[src/hdl/rsf_pkg.sv]
// Shared types and constants of the RISC-V return site finder.
package rsf_pkg;

    // Width of the running byte offset; offsets wrap at this width.
    localparam int OFFSET_BITS = 20;

    // Widths fixed by the stream fields.
    localparam int HALF_BITS   = 16;
    localparam int SIZE_BITS   = 20;
    localparam int RET_BITS    = 20;
    localparam int KIND_BITS   = 2;
    localparam int IN_TDATA_W  = 16;
    localparam int OUT_TDATA_W = 24;

    // Displacement widths of JAL and C.J.
    localparam int JAL_IMM_BITS = 21;
    localparam int CJ_IMM_BITS  = 12;

    // Target arithmetic: wide enough for offset plus a signed displacement, with sign.
    localparam int TGT_BITS =
        ((OFFSET_BITS > JAL_IMM_BITS) ? OFFSET_BITS : JAL_IMM_BITS) + 2;

    // Opcode matching constants.
    localparam logic [6:0]  OPC_JAL    = 7'h6f;
    localparam logic [31:0] MASK_JALR  = 32'h0000_707f;
    localparam logic [31:0] MATCH_JALR = 32'h0000_0067;
    localparam logic [15:0] MASK_CJ    = 16'he003;
    localparam logic [15:0] MATCH_CJ   = 16'ha001;
    localparam logic [15:0] MASK_CJR   = 16'hf07f;
    localparam logic [15:0] MATCH_CJR  = 16'h8002;
    localparam logic [4:0]  REG_RA     = 5'd1;
    localparam logic [4:0]  REG_ZERO   = 5'd0;

    // Offset increments per instruction size.
    localparam logic [2:0] STEP_NONE = 3'd0;
    localparam logic [2:0] STEP_HALF = 3'd2;
    localparam logic [2:0] STEP_WORD = 3'd4;

    typedef enum logic [KIND_BITS-1:0] {
        KIND_JAL  = 2'd0,
        KIND_JALR = 2'd1,
        KIND_CJ   = 2'd2,
        KIND_CJR  = 2'd3
    } t_exit_kind;

    // Outcome of decoding one halfword against the held state.
    typedef struct packed {
        logic       hit;       // the instruction leaves the function
        t_exit_kind kind;      // which exit it is
        logic       hold_low;  // halfword opens a 32-bit instruction
        logic [2:0] step;      // bytes the offset moves by
    } t_dec_res;

endpackage

[src/hdl/rsf_decode.sv]
// Instruction decode and jump target check for one code halfword.
module rsf_decode (
    input  logic [rsf_pkg::HALF_BITS-1:0]   i_half,
    input  logic [rsf_pkg::HALF_BITS-1:0]   i_low_half,
    input  logic                            i_pending,
    input  logic [rsf_pkg::OFFSET_BITS-1:0] i_at,
    input  logic [rsf_pkg::SIZE_BITS-1:0]   i_func_size,
    output rsf_pkg::t_dec_res               o_res
);

    localparam int TW = rsf_pkg::TGT_BITS;

    logic [31:0]                          word;
    logic [rsf_pkg::JAL_IMM_BITS-1:0]     jal_imm;
    logic [rsf_pkg::CJ_IMM_BITS-1:0]      cj_imm;
    logic [rsf_pkg::JAL_IMM_BITS-1:0]     disp;
    logic [TW-1:0]                        target;
    logic                                 outside;
    logic                                 is_jal;
    logic                                 is_jalr;
    logic                                 is_cj;
    logic                                 is_cjr;

    assign word = {i_half, i_low_half};

    assign jal_imm = {word[31], word[19:12], word[20], word[30:21], 1'b0};
    assign cj_imm  = {i_half[12], i_half[8], i_half[10:9], i_half[6], i_half[7],
                      i_half[2], i_half[11], i_half[5:3], 1'b0};

    // Only one of the two displacements is live for a given halfword.
    assign disp = i_pending ? jal_imm
        : {{(rsf_pkg::JAL_IMM_BITS - rsf_pkg::CJ_IMM_BITS){cj_imm[rsf_pkg::CJ_IMM_BITS-1]}},
           cj_imm};

    assign target = {{(TW - rsf_pkg::OFFSET_BITS){1'b0}}, i_at}
                  + {{(TW - rsf_pkg::JAL_IMM_BITS){disp[rsf_pkg::JAL_IMM_BITS-1]}}, disp};

    // Negative targets lie outside as well.
    assign outside = target[TW-1]
        || (target[TW-2:0] >= {{(TW - 1 - rsf_pkg::SIZE_BITS){1'b0}}, i_func_size});

    assign is_jal  = (word[6:0] == rsf_pkg::OPC_JAL);
    assign is_jalr = ((word & rsf_pkg::MASK_JALR) == rsf_pkg::MATCH_JALR);
    assign is_cj   = ((i_half & rsf_pkg::MASK_CJ) == rsf_pkg::MATCH_CJ);
    assign is_cjr  = ((i_half & rsf_pkg::MASK_CJR) == rsf_pkg::MATCH_CJR)
                  && (i_half[11:7] != rsf_pkg::REG_ZERO);

    always_comb begin
        o_res.hit      = 1'b0;
        o_res.kind     = rsf_pkg::KIND_JAL;
        o_res.hold_low = 1'b0;
        o_res.step     = rsf_pkg::STEP_NONE;
        if (i_pending) begin
            o_res.step = rsf_pkg::STEP_WORD;
            if (is_jal) begin
                o_res.hit  = (word[11:7] != rsf_pkg::REG_RA) && outside;
                o_res.kind = rsf_pkg::KIND_JAL;
            end else if (is_jalr) begin
                o_res.hit  = (word[11:7] != rsf_pkg::REG_RA)
                          || (word[19:15] == rsf_pkg::REG_RA);
                o_res.kind = rsf_pkg::KIND_JALR;
            end
        end else if (i_half[1:0] == 2'b11) begin
            o_res.hold_low = 1'b1;
        end else begin
            o_res.step = rsf_pkg::STEP_HALF;
            if (is_cj) begin
                o_res.hit  = outside;
                o_res.kind = rsf_pkg::KIND_CJ;
            end else if (is_cjr) begin
                o_res.hit  = 1'b1;
                o_res.kind = rsf_pkg::KIND_CJR;
            end
        end
    end

endmodule

[src/hdl/riscv_return_site_finder.sv]
// Top level of the RISC-V return site finder: stream handshakes, state and result register.
//
// The block takes a function's code as one 16-bit halfword per request on the slave stream,
// tuser[0] marking the first halfword of a function, and sends one request on the master
// stream for every instruction that leaves the function (a JAL that does not link to x1 and
// jumps outside [0, func_size), a C.J jumping outside that range, a JALR that does not link
// to x1 or jumps through x1, and a C.JR through any register other than x0).
// It sustains one halfword per clock cycle while results are taken; the figure is set by the
// single decode and target compare stage between the input register and the result register.
// Results are registered in the result register, which drives the master stream, and a result
// held by the receiver stalls the input side until it is taken. Halfwords that produce no
// exit produce no output request. The func_size register is written through the cfg channel,
// which is always ready, and must only be changed while the block is idle.
module riscv_return_site_finder (
    input  logic                              i_clk,
    input  logic                              i_rst_n,
    // Configuration write channel: func_size.
    input  logic                              i_cfg_valid,
    output logic                              o_cfg_ready,
    input  logic [rsf_pkg::SIZE_BITS-1:0]     i_cfg_data,
    // Code halfwords in.
    input  logic                              i_s_tvalid,
    output logic                              o_s_tready,
    input  logic [rsf_pkg::IN_TDATA_W-1:0]    i_s_tdata,   // [15:0] half
    input  logic [0:0]                        i_s_tuser,   // [0] first
    // Exit sites out.
    output logic                              o_m_tvalid,
    input  logic                              i_m_tready,
    output logic [rsf_pkg::OUT_TDATA_W-1:0]   o_m_tdata,   // [19:0] ret_offset, [23:20] zero
    output logic [rsf_pkg::KIND_BITS-1:0]     o_m_tuser    // [1:0] exit_kind
);

    localparam int OB = rsf_pkg::OFFSET_BITS;
    localparam int RB = rsf_pkg::RET_BITS;

    // Configuration.
    logic [rsf_pkg::SIZE_BITS-1:0] r_func_size;

    // Input register.
    logic                          r_in_valid;
    logic [rsf_pkg::HALF_BITS-1:0] r_in_half;
    logic                          r_in_first;

    // Decode state.
    logic [OB-1:0]                 r_offset;
    logic                          r_pending;
    logic [rsf_pkg::HALF_BITS-1:0] r_low_half;

    // Result register.
    logic                          r_out_valid;
    logic [RB-1:0]                 r_out_offset;
    rsf_pkg::t_exit_kind           r_out_kind;

    logic                          advance;
    logic                          in_accept;
    logic [OB-1:0]                 at;
    logic                          pending;
    logic [OB-1:0]                 n_offset;
    logic [RB+OB-1:0]              at_ext;
    rsf_pkg::t_dec_res             dec;

    // The result register frees itself as it is taken, so the input stage can move on
    // in the same cycle as the output request completes.
    assign advance   = r_in_valid && (!r_out_valid || i_m_tready);
    assign in_accept = i_s_tvalid && o_s_tready;

    assign o_s_tready  = !r_in_valid || advance;
    assign o_cfg_ready = 1'b1;

    // A first halfword restarts the offset and drops any half-assembled instruction.
    assign at      = r_in_first ? '0 : r_offset;
    assign pending = r_in_first ? 1'b0 : r_pending;

    rsf_decode u_decode (
        .i_half      (r_in_half),
        .i_low_half  (r_low_half),
        .i_pending   (pending),
        .i_at        (at),
        .i_func_size (r_func_size),
        .o_res       (dec)
    );

    assign n_offset = at + {{(OB - 3){1'b0}}, dec.step};

    // The reported offset is the low bits of the running offset, zero-extended if narrower.
    assign at_ext = {{RB{1'b0}}, at};

    always_ff @(posedge i_clk) begin
        if (!i_rst_n) begin
            r_func_size <= '0;
            r_in_valid  <= 1'b0;
            r_offset    <= '0;
            r_pending   <= 1'b0;
            r_low_half  <= '0;
            r_out_valid <= 1'b0;
        end else begin
            if (i_cfg_valid) begin
                r_func_size <= i_cfg_data;
            end

            if (in_accept) begin
                r_in_valid <= 1'b1;
            end else if (advance) begin
                r_in_valid <= 1'b0;
            end

            if (advance) begin
                r_offset    <= dec.hold_low ? at : n_offset;
                r_pending   <= dec.hold_low;
                if (dec.hold_low) begin
                    r_low_half <= r_in_half;
                end
                r_out_valid <= dec.hit;
            end else if (i_m_tready) begin
                r_out_valid <= 1'b0;
            end
        end
    end

    // Payload registers carry no reset.
    always_ff @(posedge i_clk) begin
        if (in_accept) begin
            r_in_half  <= i_s_tdata[rsf_pkg::HALF_BITS-1:0];
            r_in_first <= i_s_tuser[0];
        end
        if (advance && dec.hit) begin
            r_out_offset <= at_ext[RB-1:0];
            r_out_kind   <= dec.kind;
        end
    end

    assign o_m_tvalid = r_out_valid;
    assign o_m_tdata  = {{(rsf_pkg::OUT_TDATA_W - RB){1'b0}}, r_out_offset};
    assign o_m_tuser  = r_out_kind;

endmodule

[config.mk]
export PLATFORM = sky130hd
export DESIGN_NAME = riscv_return_site_finder
export DESIGN_NICKNAME = d
export VERILOG_FILES = /design/src/hdl/rsf_pkg.sv /design/src/hdl/rsf_decode.sv /design/src/hdl/riscv_return_site_finder.sv
export SDC_FILE = /design/constraint.sdc
export NUM_CORES = 1
export LEC_CHECK = 0
export ABC_CLOCK_PERIOD_IN_PS = 6260
export BUFFER_PORTS_ARGS = -buffer_cell sky130_fd_sc_hd__buf_2
export CAP_MARGIN = 20
export CORE_ASPECT_RATIO = 1.4
export CORE_UTILIZATION = 35
export CTS_BUF_LIST = sky130_fd_sc_hd__clkbuf_16
export DETAILED_ROUTE_END_ITERATION = 10
export MAX_ROUTING_LAYER = met4
export REMOVE_ABC_BUFFERS = 1
export SYNTH_ARGS = -nofsm -noshare
export SYNTH_HDL_FRONTEND = slang
export SYNTH_SLANG_ARGS = --single-unit
[constraint.sdc]
create_clock -name i_clk -period 6.26 [get_ports i_clk]
set_input_delay 0.313 -clock i_clk [delete_from_list [all_inputs] [get_ports i_clk]]
set_output_delay 0.313 -clock i_clk [all_outputs]
set_load 0.01 [all_outputs]
# Word-level counts from Yosys, hierarchy flattened
# Index checks and enable logic that the tools add are counted.
[totals]
regBits = 98
[classes]
reduce_logical = 15
addsub = 2
eq_ne = 7
order_cmp = 1
mux = 18
[op_table]
columns = ["op", "count"]
rows = [
  ["2-to-1 mux 20 bit", 2],
  ["adder 21 x 21 -> 22 bit", 1],
  ["greater-or-equal comparator 22 x 20 -> 1 bit", 1],
  ["2-to-1 mux 21 bit", 1],
  ["2-to-1 mux 3 bit", 7],
  ["adder 20 x 3 -> 20 bit", 1],
  ["== test 11 bit (second input constant)", 1],
  ["== test 10 x 7 -> 1 bit (second input constant)", 1],
  ["== test 7 bit (second input constant)", 1],
  ["2-to-1 mux 1 bit", 7],
  ["== test 5 x 1 -> 1 bit (second input constant)", 1],
  ["== test 5 bit (second input constant)", 1],
  ["logical AND 1 bit", 5],
  ["inequality test 5 x 1 -> 1 bit (second input constant)", 1],
  ["nonzero test 5 bit", 1],
  ["logical OR 1 bit", 4],
  ["nonzero test 2 bit", 2],
  ["== test 2 bit (second input constant)", 1],
  ["zero test 1 bit", 2],
  ["2-to-1 mux 2 bit", 1],
  ["AND reduction 2 bit", 1],
]

# Depth between registers and ports, before layout
[logic_depth]
depth_word = 9
ltp_mapped = 23
depth_no_buf = 20

# Hierarchy
# From an unflattened synthesis, not the netlist that was laid out.
[unflattened]
cells_unflattened = 623
hier_area_um2 = 5725.5
[by_module_without_submodules]
columns = ["module", "cells_per_inst", "area_each_um2", "seq_area_each_um2", "n_inst"]
rows = [
  ["riscv_return_site_finder", 362, 3936.3, 2352.3, 1],
  ["rsf_decode", 261, 1789.2, 0.0, 1],
]

# Worst setup path after synthesis
# OpenSTA, ideal clock, no wires.
[synth_path]
path_type = "register to register"
from = "register r_in_first"
to = "register r_out_kind[0] (netlist: o_m_tuser[0]), enable pin"
synth_period_minus_slack_ns = 5.413
path_slack_ns = 0.847
stages_incl_launch_ff = 20
required_ns = 5.852
path_buffers = 3
setup_time_ns = 0.408
t_arrival_ns = 5.004
path_cell_list = "edfxtp_1 > buf_6 > clkbuf_1 > clkbuf_1 > nor2b_1 > ha_1 > fa_1 > a211oi_1 > o211ai_1 > nand2_1 > a21oi_1 > a21o_1 > a21oi_1 > xnor2_1 > ha_1 > nand2_1 > or3_1 > o2111a_1 > o221a_2 > a21oi_1"
[synth_lines]
columns = ["item", "line_no", "text"]
rows = [
  ["start, declared", "riscv_return_site_finder.sv:42", "logic r_in_first;"],
  ["start signal, assigned", "riscv_return_site_finder.sv:124", "r_in_first <= i_s_tuser[0];"],
  ["2-to-1 mux 20 bit (*)", "riscv_return_site_finder.sv:71", "assign at = r_in_first ? '0 : r_offset;"],
  ["net at[1]", "riscv_return_site_finder.sv:56", "logic [OB-1:0] at;"],
  ["adder 21 x 21 -> 22 bit (*)", "rsf_decode.sv:36", "+ {{(TW - rsf_pkg::JAL_IMM_BITS){disp[rsf_pkg::JAL_IMM_BITS-1]}}, disp};"],
  ["greater-or-equal comparator 22 x 20 -> 1 bit", "rsf_decode.sv:40", "|| (target[TW-2:0] >= {{(TW - 1 - rsf_pkg::SIZE_BITS){1'b0}}, i_func_size});"],
  ["logical OR 1 bit (*)", "rsf_decode.sv:40", ""],
  ["2-to-1 mux 3 bit or logical AND 1 bit (tied branches)", "rsf_decode.sv:67, rsf_decode.sv:56", ""],
  ["2-to-1 mux 3 bit (on tied branches)", "rsf_decode.sv:63, rsf_decode.sv:55", ""],
  ["2-to-1 mux 3 bit (*)", "rsf_decode.sv:53", "if (i_pending) begin"],
  ["logical AND 1 bit (*)", "riscv_return_site_finder.sv:126", "if (advance && dec.hit) begin"],
  ["end signal, assigned", "riscv_return_site_finder.sv:128", "r_out_kind <= dec.kind;"],
  ["end, declared", "riscv_return_site_finder.sv:52", "rsf_pkg::t_exit_kind r_out_kind;"],
]
# The timed path passes the listed nets; every way through them passes the cells marked *.
# A chain may end at the register's enable or synchronous reset.

# Final worst setup path
[layout_path]
from = "register r_pending"
to = "register r_out_offset[0], enable pin"
[layout_between]
elab_chain_cells = 9
[layout_lines]
columns = ["item", "line_no", "text"]
rows = [
  ["start, declared", "riscv_return_site_finder.sv:46", "logic r_pending;"],
  ["start signal, assigned", "riscv_return_site_finder.sv:109", "r_pending <= dec.hold_low;"],
  ["2-to-1 mux 1 bit (*)", "riscv_return_site_finder.sv:72", "assign pending = r_in_first ? 1'b0 : r_pending;"],
  ["2-to-1 mux 21 bit", "rsf_decode.sv:31", "assign disp = i_pending ? jal_imm"],
  ["adder 21 x 21 -> 22 bit", "rsf_decode.sv:36", ""],
  ["greater-or-equal comparator 22 x 20 -> 1 bit", "rsf_decode.sv:40", ""],
  ["logical OR 1 bit", "rsf_decode.sv:40", ""],
  ["2-to-1 mux 3 bit or logical AND 1 bit (tied branches)", "rsf_decode.sv:67, rsf_decode.sv:56", ""],
  ["2-to-1 mux 3 bit (on tied branches)", "rsf_decode.sv:63, rsf_decode.sv:55", ""],
  ["2-to-1 mux 3 bit (*)", "rsf_decode.sv:53", ""],
  ["logical AND 1 bit (*)", "riscv_return_site_finder.sv:126", ""],
  ["end signal, assigned", "riscv_return_site_finder.sv:127", "r_out_offset <= at_ext[RB-1:0];"],
  ["end, declared", "riscv_return_site_finder.sv:51", "logic [RB-1:0] r_out_offset;"],
]
# Mark *: on every way between the ends. The rest lies on a longest branch, timed or not.

==> impl_metrics.ini <==
[floorplan]
floorplan.die.height_um = 152
num_rows = 54
fp.coreArea_um2 = 15700
floorplan.die_area_um2 = 16600
top_level_ports = 71
fp.dieW_um = 109
initial_utilization_pct = 35.9

[route]
wl_per_cell_um = 15.3
drtAntennaViolNets = 0
vias = 4391
drt_pass1_iterations = 4
detail_route.vias_per_cell = 5.05
wire_length_after_detailed_routing_um = 13300
dr.first_iter.drc_count = 275
remaining_drc_errors = 0

[setup_path]
critPathKind = reg2reg
crit_required_ps = 6300
worst-path-max-fanout = 27
critical_path.startpoint_type = flop
crit_slowest_cell = sky130_fd_sc_hd__nor2b_2
crit_chain = nor2b_2, nand2_1, nand2_1, ha_1, fa_1, a211oi_1, o211ai_1, nand3_1, a21boi_0, o21ai_0, nand3_1, o311ai_0, ha_1, nand2_1, or3_1, o2111a_1, o221a_2, a21oi_2, buf_4
cp_dominant_cell_by_count = sky130_fd_sc_hd__nand2_1
crit_path_max_incr_delay_ps = 890
endpoint_kind_of_the_worst_setup_timing_path = flop
worst-endpoint-arrival_ps = 5620
rrSetupSlack_ps = 680

[sta]
grt_setup_unrepaired = no
final.hold.worst_slack_ps = 143
max_slew.worst_pin.slew_ps = 1070
fin_hold_viols = 0
max_freq_ghz = 0.179
fin_tns_setup_ps = 0
slew_viol_final = 0
crit_share_post_route_pct = 89.1
max_slew_headroom_pct = 28.1
fin_worst_skew_ps = 7.84
setup_viol_count_final = 0
finalWorstSetupSlack_ps = 681
final_period_minus_worst_setup_slack_ps = 5580

[final_layout]
syn2layout_area_growth_pct = 13.7
final_area_um2 = 6400
finalCoreUtilization_pct = 40.8
post_route_cells_drive_above_1_share_pct = 14.2
antenna-diode-count = 0
stdcell_count = 870
finalNetCount = 753

[global_routing]
initial_antenna_violation_count = 0
grt_pass1_vias = 4482
grt_start_max_net_pins = 30
grt_usage_pct = 17.5
globalRouteOverflowTotal = 0
grt_first_pass_wirelength_um = 22000

[power]
ir_worst_vdd_mv = 0.101
power.leakage_nw = 2.60
power_mw = 1.38
cellPowerDensity_nw_per_um2 = 215

[place]
io_buffers = 65
post-place-ws_ps = 687
hpwlAfterDp_um = 10600
placement.cell_area_um2 = 6130
place.gp.congestion = 0.922
post-place-cells = 854

[synth]
synth_enable_flop_cells = 39
synth_warnings = 0
postSynthRegisterBits = 98
sequential_area_share_after_synthesis_pct = 41.8
avgSynthCellArea_um2 = 9.21
synth_cell_types = 64
dominantRegCellSynth = sky130_fd_sc_hd__dfxtp_1
synth_area_um2 = 5630
postSynth.asyncResetShare_pct = 0
postSynthCellCount = 611

[clock_network]
maximum_buffer_depth_of_the_clock_tree = 2
htree_levels = 3
cts-root-buf = sky130_fd_sc_hd__clkbuf_16
clkSlewWorstSetupHoldPaths_ps = 60
clk-insertion-delay-late_ps = 340
clkSinkCount = 98
postCtsSetupRepairBufs = 0
cts.hold.buffers_added = 0
cts_resized = 0
cts_inserted_buffers = 9
tritoncts = built

[flow_run]
drv_cap = 0

[hold_path]
worstHoldPathType = in2reg

[run_status]
run_status = completed
[registers in the layout (all words and copies together) (netlist names)]
register / cells
o_m_tuser: 2
r_out_offset: 20
r_in_valid: 1
r_pending: 1
r_func_size: 20
o_m_tvalid: 1
r_offset: 20
r_low_half: 16
r_in_first: 1
r_in_half: 16
[worst paths after layout]
check | start | end | depth (start not counted)
worst min-delay path | i_s_tdata[14] | r_in_half[14]$_DFFE_PP_ | 1
worst max-delay path | r_pending$_SDFFE_PN0P_ | r_out_offset[0]$_DFFE_PP_ | 19
worst min register to register | r_low_half[10]$_SDFFE_PN0P_ | r_low_half[10]$_SDFFE_PN0P_ | 2
worst max register to register | r_pending$_SDFFE_PN0P_ | r_out_offset[0]$_DFFE_PP_ | 19
[per-layer routing]
layer  GRT usage [%]  part of all wire [%]
met2            29.1                    49
met1            20.8                    44
met4            7.59                   2.7
met5               -                     0
met3            2.45                   4.0
[logic make-up after synthesis]
| logic type | after synthesis | share of synthesized area (%) |
|---|---|---|
| AOI/OAI and AO/OA | 126 | 15.4 |
| xor gates and xnor gates | 28 | 4.36 |
| adders and majority gates | 43 | 9.65 |
| buffers and inverters | 54 | 4.27 |
| DFF | 98 | 41.8 |
| muxes | 20 | 3.56 |
| other | 2 | 0.134 |
| and+or+nand+nor | 240 | 20.8 |
[Yosys cell counts (4+ instances only)]
cell type / n / area (um^2)
sky130_fd_sc_hd__xor2_1: 9 / 78.8
sky130_fd_sc_hd__dfxtp_1: 59 / 1180
sky130_fd_sc_hd__nor2b_1: 25 / 156
sky130_fd_sc_hd__edfxtp_1: 39 / 1170
sky130_fd_sc_hd__and3_1: 5 / 31.3
sky130_fd_sc_hd__nor2_1: 53 / 199
sky130_fd_sc_hd__and2_1: 9 / 56.3
sky130_fd_sc_hd__a21o_1: 23 / 173
sky130_fd_sc_hd__nand4_1: 5 / 31.3
sky130_fd_sc_hd__a21oi_1: 32 / 160
sky130_fd_sc_hd__mux2i_1: 20 / 200
sky130_fd_sc_hd__ha_1: 41 / 513
sky130_fd_sc_hd__o21a_1: 5 / 37.5
sky130_fd_sc_hd__buf_4: 5 / 37.5
sky130_fd_sc_hd__inv_1: 28 / 105
sky130_fd_sc_hd__o21bai_1: 6 / 45.0
sky130_fd_sc_hd__nand2_1: 98 / 368
sky130_fd_sc_hd__o21ai_0: 13 / 65.1
sky130_fd_sc_hd__a21boi_0: 16 / 120
sky130_fd_sc_hd__nor4_1: 4 / 25.0
sky130_fd_sc_hd__nor3_1: 7 / 35.0
sky130_fd_sc_hd__xnor2_1: 19 / 166
sky130_fd_sc_hd__nand3_1: 12 / 60.1
sky130_fd_sc_hd__clkbuf_1: 14 / 52.6
sky130_fd_sc_hd__a211oi_1: 9 / 67.6
[power breakdown]
group          total, mW  switching [mW]  internal, mW
Sequential         0.704          0.0205         0.684
Combinational      0.172          0.0969        0.0749
Clock              0.499           0.234         0.265
Total               1.38           0.351          1.02
[layout make-up]
cell class | count | area, um^2
clock buffer | 9 | 225
clock inverter | 7 | 38.8
sequential | 98 | 2350
multi-input combinational | 462 | 3050
tap | 196 | 245
fill | 1598 | 9280
timing repair buffer | 70 | 383
inverter | 28 | 105
[cells in the final DEF (no fill, tap or decap), drive strengths merged, types with 4 or more instances in the layout]
| cell | synthesis | routed |
|---|---|---|
| a211oi | 9 | 9 |
| a21boi | 16 | 16 |
| a21o | 23 | 23 |
| a21oi | 32 | 32 |
| and2 | 9 | 9 |
| and3 | 5 | 5 |
| buf | 12 | 70 |
| clkbuf | 14 | 9 |
| clkinv | 0 | 5 |
| conb | 2 | 5 |
| dfxtp | 59 | 59 |
| edfxtp | 39 | 39 |
| ha | 41 | 41 |
| inv | 28 | 30 |
| mux2i | 20 | 20 |
| nand2 | 98 | 98 |
| nand3 | 15 | 15 |
| nand4 | 5 | 5 |
| nor2 | 53 | 53 |
| nor2b | 26 | 26 |
| nor3 | 8 | 8 |
| nor4 | 4 | 4 |
| o211ai | 4 | 4 |
| o21a | 5 | 5 |
| o21ai | 14 | 14 |
| o21bai | 6 | 6 |
| xnor2 | 19 | 19 |
| xor2 | 9 | 9 |
[worst max-delay path: cells and delay by family (launching register included)]
| family | cells | cell delay (ps) |
|---|---|---|
| AO/OA/AOI/OAI | 8 | 1960 |
| AND/OR/NAND/NOR | 7 | 1760 |
| adder cells (fa/ha/maj) | 3 | 800 |
| flip-flops | 1 | 400 |
| buffers and inverters | 1 | 340 |
Power figures use the tool's default switching activity.
